### config.mk
export PLATFORM = sky130hd
export DESIGN_NAME = cpa_norm
export DESIGN_NICKNAME = d
export VERILOG_FILES = /design/src/rtl/core/ccd_pivot_angle_defines.svh /design/src/rtl/core/cpa_pkg.sv /design/src/rtl/core/cpa_norm.sv
export SDC_FILE = /design/constraint.sdc
export NUM_CORES = 1
export LEC_CHECK = 0
export BUFFER_PORTS_ARGS = -buffer_cell sky130_fd_sc_hd__buf_4
export CORE_MARGIN = 2
export CORE_UTILIZATION = 45
export DETAILED_ROUTE_END_ITERATION = 8
export GPL_ROUTABILITY_DRIVEN = 0
export PLACE_DENSITY = 0.73
export SLEW_MARGIN = 25
export SYNTH_ARGS = -nofsm -noshare
export SYNTH_HDL_FRONTEND = slang
export SYNTH_SLANG_ARGS = --single-unit
### constraint.sdc
create_clock -name vclk -period 12.2
set_clock_uncertainty 0.15 [all_clocks]
set_input_delay 2.44 -clock vclk [all_inputs]
set_output_delay 2.44 -clock vclk [all_outputs]
set_load 0.1 [all_outputs]
### src/rtl/core/ccd_pivot_angle_defines.svh
// Assertion macros shared by the pivot angle design.
`ifndef CCD_PIVOT_ANGLE_DEFINES_SVH
`define CCD_PIVOT_ANGLE_DEFINES_SVH

// A condition that must hold at every clock edge outside reset.
`define CPA_ASSERT_ALWAYS(label, clk, rst, cond, msg) \
  label: assert property (@(posedge clk) disable iff (rst) (cond)) else $error(msg);

// A condition that implies another one in the following cycle.
`define CPA_ASSERT_NEXT(label, clk, rst, ante, cons, msg) \
  label: assert property (@(posedge clk) disable iff (rst) (ante) |=> (cons)) else $error(msg);

`endif

### src/rtl/core/cpa_pkg.sv
package cpa_pkg;

  localparam int unsigned CoordW = 32;
  localparam int unsigned AngleW = 20;
  localparam int unsigned AngQ = 30;
  localparam int unsigned CordicSteps = 31;
  localparam int unsigned NormW = 16;
  localparam logic signed [33:0] HalfPiQ30 = 34'sd1686629713;

  function automatic logic signed [33:0] atan_q30(input logic [4:0] i);
    logic signed [33:0] r;
    case (i)
      5'd0: r = 34'sd843314857;
      5'd1: r = 34'sd497837829;
      5'd2: r = 34'sd263043837;
      5'd3: r = 34'sd133525159;
      5'd4: r = 34'sd67021687;
      5'd5: r = 34'sd33543516;
      5'd6: r = 34'sd16775851;
      5'd7: r = 34'sd8388437;
      5'd8: r = 34'sd4194283;
      5'd9: r = 34'sd2097149;
      default: r = 34'sd1 <<< (5'd30 - i);
    endcase
    return r;
  endfunction

endpackage

### src/rtl/core/cpa_norm.sv
module cpa_norm
  import cpa_pkg::*;
(
  input  logic signed [CoordW:0]  a0,
  input  logic signed [CoordW:0]  a1,
  input  logic signed [CoordW:0]  a2,
  output logic signed [NormW-1:0] v0,
  output logic signed [NormW-1:0] v1,
  output logic signed [NormW-1:0] v2,
  output logic                    nonzero
);

  logic [CoordW:0] m0, m1, m2, m;
  logic [5:0] lead;
  logic signed [CoordW+14:0] e0, e1, e2;

  always_comb begin
    m0 = a0[CoordW] ? (CoordW+1)'(-a0) : a0;
    m1 = a1[CoordW] ? (CoordW+1)'(-a1) : a1;
    m2 = a2[CoordW] ? (CoordW+1)'(-a2) : a2;
    m = m0 | m1 | m2;
    lead = '0;
    for (int k = 0; k <= CoordW; k++) begin
      if (m0[k] || m1[k] || m2[k]) begin
        lead = 6'(k);
      end
    end
    nonzero = (m != '0);
    e0 = $signed({a0, 14'd0}) >>> (6'd14 + lead - 6'd13);
    e1 = $signed({a1, 14'd0}) >>> (6'd14 + lead - 6'd13);
    e2 = $signed({a2, 14'd0}) >>> (6'd14 + lead - 6'd13);
    v0 = NormW'(e0);
    v1 = NormW'(e1);
    v2 = NormW'(e2);
  end

endmodule

==> impl_metrics.ini, run 1 <==
[floorplanning]
rows = 50
die_x_um = 143
die-area_sq_um = 20500
core_sq_um = 18800
ios = 148
start_util_pct = 46.2
die_y_um = 143

[detailed_routing]
vias = 10816
wl_mm = 38.2
drtPass1Iterations = 8
drt-vias-per-instance = 7.55
drc = 0
drtIter0Drc = 2001
wl_per_cell_um = 26.7
antenna_left = 0

[final_layout]
seq_cells = 0
final_core_util_pct = 52.0
finalInstanceArea_sq_um = 9790
num_antenna_cells = 0
fillers = 1835
regArea_sq_um = 0
multi_input_area_sq_um = 8110
syn_to_final_growth_pct = 12.4
drive_above_1_share_pct = 24.7
finalNonFillerCells = 1432
fin_nets = 1277
clockBufferCount = 0

[timing]
post-route-period-util_pct = 96.3
grt_setup_unrepaired = no
setup_viol = 0
worstMarginPinSlew_ns = 1.04
hold_viol_final = 0
min_period_ns = 11.75
slew_violations = 0
hold_slack_ns = 5.41
slew_headroom_pct = 30.6
setup_ws_ns = 0.447
fin_tns_setup_ns = 0
fmax_mhz = 85.1

[critical_path]
cp.required_ns = 9.61
critical_path_arrival_ns = 9.16
path_cells = buf_4 -> inv_1 -> ha_1 -> nor2b_1 -> nand4_1 -> nor4_1 -> mux2i_1 -> nand4_1 -> o21bai_1 -> a2111oi_0 -> o22a_2 -> o21ai_4 -> inv_6 -> ha_4 -> nor2b_1 -> nor3_1 -> a211oi_4 -> nand2_1 -> nor2_1 -> a221oi_1 -> o21ai_0 -> a2bb2oi_1 -> buf_4
critPathSlowestCell = a211oi_4
path_class = in2out
cp_max_fo = 26
critPathCaptureType = output pin
worstSetupStartpointType = input pin
max_stage_delay_ns = 0.66
crit_end = v2[9]
critPathLaunch = a2[0]

[global_route]
gr-usage-all-layers_pct = 36.4
grt_overflow = 0
grt_first_pass_wirelength_mm = 58.2
grt_pass1_vias = 9859
grt_max_degree = 94
antenna_found_initial = 0

[synth]
yosys_warnings = 0
syn_nets = 1236
synthesis.instances = 1133
synth.distinct_cells = 89
ys_seq_area_share_pct = 0
synth_area_leader_cell = mux4_2
synthTopCellsByArea = mux4_2 (21%), mux2i_1 (11%), xor2_1 (5.4%)
syn_area_per_cell_sq_um = 7.68
synth_area_sq_um = 8700
synth.top_cell.area_share_pct = 20.7

[placed_design]
place_inst = 1432
pre_cts_ws_ns = 0.738
port_buffers = 148
dp_hpwl_mm = 29.2
placed_area_sq_um = 9790

[job]
maxCapViolations = 0

[power]
ir_drop_mv = 0.0640
power.total_mw = 1.02
p_leak_nw = 3.34
p_per_area_nw_per_um2 = 104

[clocking]
cts_setup_buffers = 0
hold_buffers = 0
cts.repair.resized = 0

[hold_path]
hp-start = a2[0]
hp-class = in2out

[run_status]
status = completed
cells in the final DEF, fill, tap and decap left out, types with 15 or more instances in the layout:
master and instances:
nand3_1 36, o21ai_0 52, nor3_1 26, nor2_1 85
xor2_1 53, nand2_1 99, xnor2_1 22, a211oi_1 15
o41ai_1 21, or3_1 22, a21oi_1 64, nor4_1 23
o22ai_1 18, nand4_1 19, mux2i_1 94, buf_4 166
inv_1 19, o31ai_1 21, mux4_2 80
power breakdown:
part           switching, mW  internal, mW  leakage, nW
clock                      0             0            0
sequential                 0             0            0
combinational          0.726         0.292         3.34
total                  0.726         0.292         3.34
kinds of logic after synthesis:
family,after synthesis,synth area share [%]
compound gates,327,26.5
xor+xnor,79,8.12
fa+ha+maj,4,0.575
buf+inv,148,7.75
mux,184,33.5
simple gates,391,23.6
Yosys cell counts (23+ instances only):
| library cell | count |
|---|---|
| mux2i_1 | 94 |
| nor3_1 | 26 |
| a21oi_1 | 64 |
| nand3_1 | 36 |
| mux4_2 | 80 |
| nor2_1 | 86 |
| o21ai_0 | 54 |
| nor4_1 | 23 |
| xor2_1 | 54 |
| buf_2 | 32 |
| nand2_1 | 99 |
| clkbuf_1 | 76 |
| xnor2_1 | 23 |
area by class of cell:
type / count / share of cell area [%]
inverters: 20 / 0.818
multi-input cells: 985 / 82.9
well taps: 260 / 3.32
repair buffers: 167 / 12.9
critical path, delay by kind of cell:
family                   cells  cell delay [ns]
AO/OA/AOI/OAI                8             2.41
AND/OR/NAND/NOR              8             2.53
multiplexers                 1             0.33
adder cells (fa/ha/maj)      2             0.48
buffers and inverters        4             0.95
worst min-delay path by stage:
stage	endpoint	slack (ns)	cells past startpoint
4_1_cts	v2[7]	5.38	4
3_5_place_dp	v2[7]	5.37	4
3_3_place_gp	v2[7]	5.39	4
6_report	v2[7]	5.41	4
2_1_floorplan	v2[7]	5.39	2
5_1_grt	v2[7]	5.40	4
routing by layer:
layer	wire length, um	global-route usage [%]	share of wire [%]	vias up
met4	2260	15.3	5.9	0
met2	15700	53.6	41	1097
met5	0	0	0	-
met3	6160	6.17	16	176
li1	-	-	-	4572
met1	14100	52.4	37	4971
Power figures use the tool's default switching activity.
==> inputs of run 2 (changes only) <==
--- a/config.mk
+++ b/config.mk
@@ -6,12 +6,14 @@
 export NUM_CORES = 1
 export LEC_CHECK = 0
 export BUFFER_PORTS_ARGS = -buffer_cell sky130_fd_sc_hd__buf_4
+export CELL_PAD_IN_SITES_DETAIL_PLACEMENT = 1
+export CELL_PAD_IN_SITES_GLOBAL_PLACEMENT = 2
 export CORE_MARGIN = 2
-export CORE_UTILIZATION = 45
+export CORE_UTILIZATION = 35
 export DETAILED_ROUTE_END_ITERATION = 8
 export GPL_ROUTABILITY_DRIVEN = 0
-export PLACE_DENSITY = 0.73
-export SLEW_MARGIN = 25
+export PLACE_DENSITY = 0.92
+export SLEW_MARGIN = 20
 export SYNTH_ARGS = -nofsm -noshare
 export SYNTH_HDL_FRONTEND = slang
 export SYNTH_SLANG_ARGS = --single-unit
==> run 2 against run 1 <==
Sequential share of layout area unchanged. Critical path depth is the same. Core utilization decreased by 11 points. Via count is 1.9% higher. Total power is 3.0% higher. Routed wire length grew 17%. Largest cell class unchanged. Combinational power about the same. Global-route usage decreased by 3.5 points. Cell area rose by 2.1%. Worst hold slack better by 0.038 ns.
==> impl_metrics.ini, run 2 (synthesis gave the netlist of run 1 again) <==
[detailed_routing]
antenna_left = 0
drt-vias-per-instance = 7.29
drtIter0Drc = 1235
wl_per_cell_um = 29.5
wl_mm = 44.7
drc = 0
drtPass1Iterations = 6
vias = 11019

[floorplanning]
die-area_sq_um = 26100
start_util_pct = 35.7
core_sq_um = 24400
die_x_um = 162
ios = 148
rows = 57
die_y_um = 162

[hold_path]
holdPathStages = 4
hp-class = in2out

[power]
comb_power_share_pct = 100.0
power_frac_seq_pct = 0
ir_drop_mv = 0.105
clockPowerShare_pct = 0
p_sw_mw = 0.751
p_leak_nw = 3.42
p_sw_share_pct = 71.6
p_per_area_nw_per_um2 = 105
internal_power_mw = 0.298

[critical_path]
path_cells = buf_4 -> inv_1 -> ha_1 -> nor2b_1 -> nand4_1 -> o41ai_1 -> xor2_1 -> nand3_1 -> a2111oi_0 -> o22a_2 -> o21ai_4 -> inv_6 -> ha_4 -> nor2b_1 -> nor3_1 -> a211o_1 -> buf_4 -> nor2_1 -> a22oi_1 -> nand2_1 -> a221oi_1 -> a221oi_2 -> buf_4
critPathSlowestCell = nor2_1
critPathCaptureType = output pin
critPathLaunch = a2[0]
cp_max_fo = 26
worstSetupStartpointType = input pin
critical_path_arrival_ns = 9.17
max_stage_delay_ns = 0.79
cp_common_cell = buf_4
path_class = in2out
cp.required_ns = 9.61
crit_end = v1[7]

[final_layout]
fin_nets = 1293
seq_cells = 0
clockBufferCount = 0
layout_commonest_cell = buf_4
drive_above_1_share_pct = 25.7
mostFrequentLayoutCells = buf_4 (181), nand2_1 (99), mux2i_1 (94), nor2_1 (85), mux4_2 (80)
fillers = 3023
final_core_util_pct = 41.0
syn_to_final_growth_pct = 14.8
finalNonFillerCells = 1512
num_antenna_cells = 0
regArea_sq_um = 0

[placed_design]
pre_cts_ws_ns = 0.669
dp_hpwl_mm = 35.0
port_buffers = 148
place_inst = 1511

[timing]
hold_slack_ns = 5.44
fin_tns_setup_ns = 0
worstMarginPinSlew_ns = 1.04
post-route-period-util_pct = 96.4
slew_violations = 0
setup_ws_ns = 0.443
slew_headroom_pct = 30.3
hold_viol_final = 0
fmax_mhz = 85.1
min_period_ns = 11.76
grt_setup_unrepaired = no
setup_viol = 0

[global_route]
grt_overflow = 0
antenna_found_initial = 0
grt_max_degree = 70
grt_first_pass_wirelength_mm = 66.9
gr-usage-all-layers_pct = 32.9
grt_pass1_vias = 10802

[job]
maxCapViolations = 0

[clocking]
cts.repair.resized = 0
hold_buffers = 0

[run_status]
status = completed
run 2: cell count changes in the layout (fill, tap and decap cells not counted), sizes merged:
| cell | delta |
|---|---|
| a211oi | +1 |
| buf | +15 |
run 2: what timing repair did:
action	in CTS	in global routing
buffers inserted	0	0
endpoints found under the setup margin	0	2
hold endpoints to repair	0	0
run 2: worst max-delay path, delay by kind of cell:
family,cells,cell delay [ns]
buf+inv,5,1.20
xor+xnor,1,0.42
compound gates,8,2.46
simple gates,7,2.09
fa+ha+maj,2,0.53
run 2: power by group through the flow:
| stage | Sequential (mW) | Combinational, mW | Clock (mW) |
|---|---|---|---|
| 2_1_floorplan | 0 | 0.751 | 0 |
| 3_3_place_gp | 0 | 1.01 | 0 |
| 3_5_place_dp | 0 | 1.02 | 0 |
| 4_1_cts | 0 | 1.03 | 0 |
| 5_1_grt | 0 | 1.08 | 0 |
| 6_report | 0 | 1.05 | 0 |
run 2: how the worst min path moves through the flow:
stage             to    from
2_1_floorplan  v2[7]   a2[0]
3_3_place_gp   v2[7]   a2[0]
3_5_place_dp   v0[9]  a0[32]
4_1_cts        v0[9]  a0[32]
5_1_grt        v0[9]  a0[32]
6_report       v0[9]  a0[32]
run 2: cell type report:
cell class	count	area (sq um)	area share (%)
inverters	20	80.1	0.802
multi-input cells	986	8130	81.3
repair buffers	182	1380	13.8
well taps	324	405	4.06
run 2: stage by stage:
| step | total power, mW | instance area (sq um) |
|---|---|---|
| 6_report | 1.05 | 9990 |
| 5_1_grt | 1.08 | 9990 |
| 4_1_cts | 1.03 | 9980 |
| 3_5_place_dp | 1.02 | 9980 |
| 3_3_place_gp | 1.01 | 9980 |
| 2_1_floorplan | 0.751 | 8720 |
run 2: layer usage:
layer  global-route usage [%]  share of wire [%]
met1                     45.7                 40
met5                        0                  0
met3                     5.77                 12
met4                     16.4                5.9
met2                     49.1                 43
==> inputs of run 3 (changes only) <==
--- a/config.mk
+++ b/config.mk
@@ -12,7 +12,7 @@
 export CORE_UTILIZATION = 35
 export DETAILED_ROUTE_END_ITERATION = 8
 export GPL_ROUTABILITY_DRIVEN = 0
-export PLACE_DENSITY = 0.92
+export PLACE_DENSITY_LB_ADDON = 0.1
 export SLEW_MARGIN = 20
 export SYNTH_ARGS = -nofsm -noshare
 export SYNTH_HDL_FRONTEND = slang
==> run 3 against run 2 <==
Core utilization up 0.082 points. Cell count up 0.33%. Maximum frequency up 0.98%. Combinational power about the same. Global-route usage up 1.1 points. Worst setup slack better by 0.11 ns. Die area unchanged. Via count down 3.4%. Total power about the same. Largest cell class unchanged. Cell area up 0.20%.
==> impl_metrics.ini, run 3 (synthesis gave the netlist of run 1 again) <==
[critical_path]
path_class = in2out
max_stage_delay_ns = 0.76
cp_common_cell = buf_4
critPathSlowestCell = ha_4
path_buf_inv = 5
worstSetupStartpointType = input pin
cp_max_fo = 52
critPathCaptureType = output pin
path_cells = buf_4 -> nor3_1 -> nand4_1 -> o41ai_1 -> xor2_1 -> o2111ai_1 -> buf_4 -> nor4_1 -> o21ai_1 -> or3_1 -> nand2_1 -> a21oi_1 -> ha_4 -> inv_1 -> buf_4 -> nor3_1 -> a21oi_1 -> a21oi_1 -> buf_4
critical_path_arrival_ns = 9.05
path_delay_family = simple AND/OR/NAND/NOR gates
path_depth = 19
cp.required_ns = 9.61

[detailed_routing]
drt-vias-per-instance = 7.01
antenna_left = 0
drtIter0Drc = 963
drtPass1Iterations = 5
vias = 10640
wl_mm = 45.7
drc = 0
wl_met2_mm = 20.5
wl_met3_mm = 4.25
wl_per_cell_um = 30.1
highest_layer = met5
wl_met1_mm = 19.4

[clocking]
cts_setup_buffers = 0
hold_buffers = 0
cts.repair.resized = 0

[timing]
grt_setup_unrepaired = no
slew_violations = 0
post-route-period-util_pct = 95.4
setup_viol = 0
fmax_mhz = 85.9
hold_viol_final = 0
slew_headroom_pct = 21.6
min_period_ns = 11.64
worstMarginPinSlew_ns = 1.17
setup_ws_ns = 0.557
fin_tns_setup_ns = 0

[floorplanning]
die-area_sq_um = 26100
die_x_um = 162
core_sq_um = 24400
start_util_pct = 35.7
rows = 57
die_y_um = 162
ios = 148

[final_layout]
final_core_util_pct = 41.0
layout_commonest_cell = buf_4
drive_above_1_share_pct = 26.0
seq_cells = 0
syn_to_final_growth_pct = 15.0
clockBufferCount = 0
num_antenna_cells = 0
fin_nets = 1298
mostFrequentLayoutCells = buf_4 (188), nand2_1 (99), mux2i_1 (94), nor2_1 (85), mux4_2 (80)
finalInstanceArea_sq_um = 10000
regArea_sq_um = 0

[power]
power.total_mw = 1.05
ir_drop_mv = 0.106
p_per_area_nw_per_um2 = 105
p_leak_nw = 3.44

[placed_design]
placed_area_sq_um = 10000
port_buffers = 148
pre_cts_ws_ns = 0.861
dp_hpwl_mm = 36.2

[global_route]
gr-usage-all-layers_pct = 33.9
grt_first_pass_wirelength_mm = 67.9
grt_max_degree = 64
grt_overflow = 0
grt_pass1_vias = 10390
antenna_found_initial = 1

[hold_path]
hold_end = v0[9]
holdPathStages = 4
hp-class = in2out
hp-start = a0[32]

[job]
maxCapViolations = 0

[run_status]
status = completed
run 3: changes by cell type in the layout (fill, tap and decap cells not counted), sizes merged:
cell | previous run | this run
a211oi | 17 | 16
buf | 182 | 188
run 3: report_power, final:
part	leakage [nW]	internal, mW	total (mW)	switching [mW]
combinational	3.44	0.301	1.05	0.747
sequential	0	0	0	0
clock	0	0	0	0
total	3.44	0.301	1.05	0.747
run 3: per-stage QoR:
stage               instances  hold WS, ns
finish                   1517         5.47
global route             1517         5.49
CTS                      1517         5.45
detailed placement       1517         5.44
global placement         1517         5.46
floorplan                1133         5.39
run 3: how the worst max path moves through the flow:
stage / end / start
after floorplan: v2[14] / a1[0]
final: v2[7] / a0[2]
after global placement: v2[7] / a0[2]
after detailed placement: v2[7] / a0[8]
after CTS: v2[7] / a0[8]
after global routing: v2[7] / a0[8]
run 3: routing by layer:
layer	vias up	GRT usage [%]
met1	5340	47.0
met3	92	6.36
met5	-	0
met2	594	53.9
met4	2	10.1
li1	4612	-
run 3: cell type report:
class / instances / area [sq um]
fillers: 3042 / 14400
multi-input cells: 985 / 8110
repair buffers: 188 / 1410
well taps: 324 / 405
inverters: 20 / 80.1
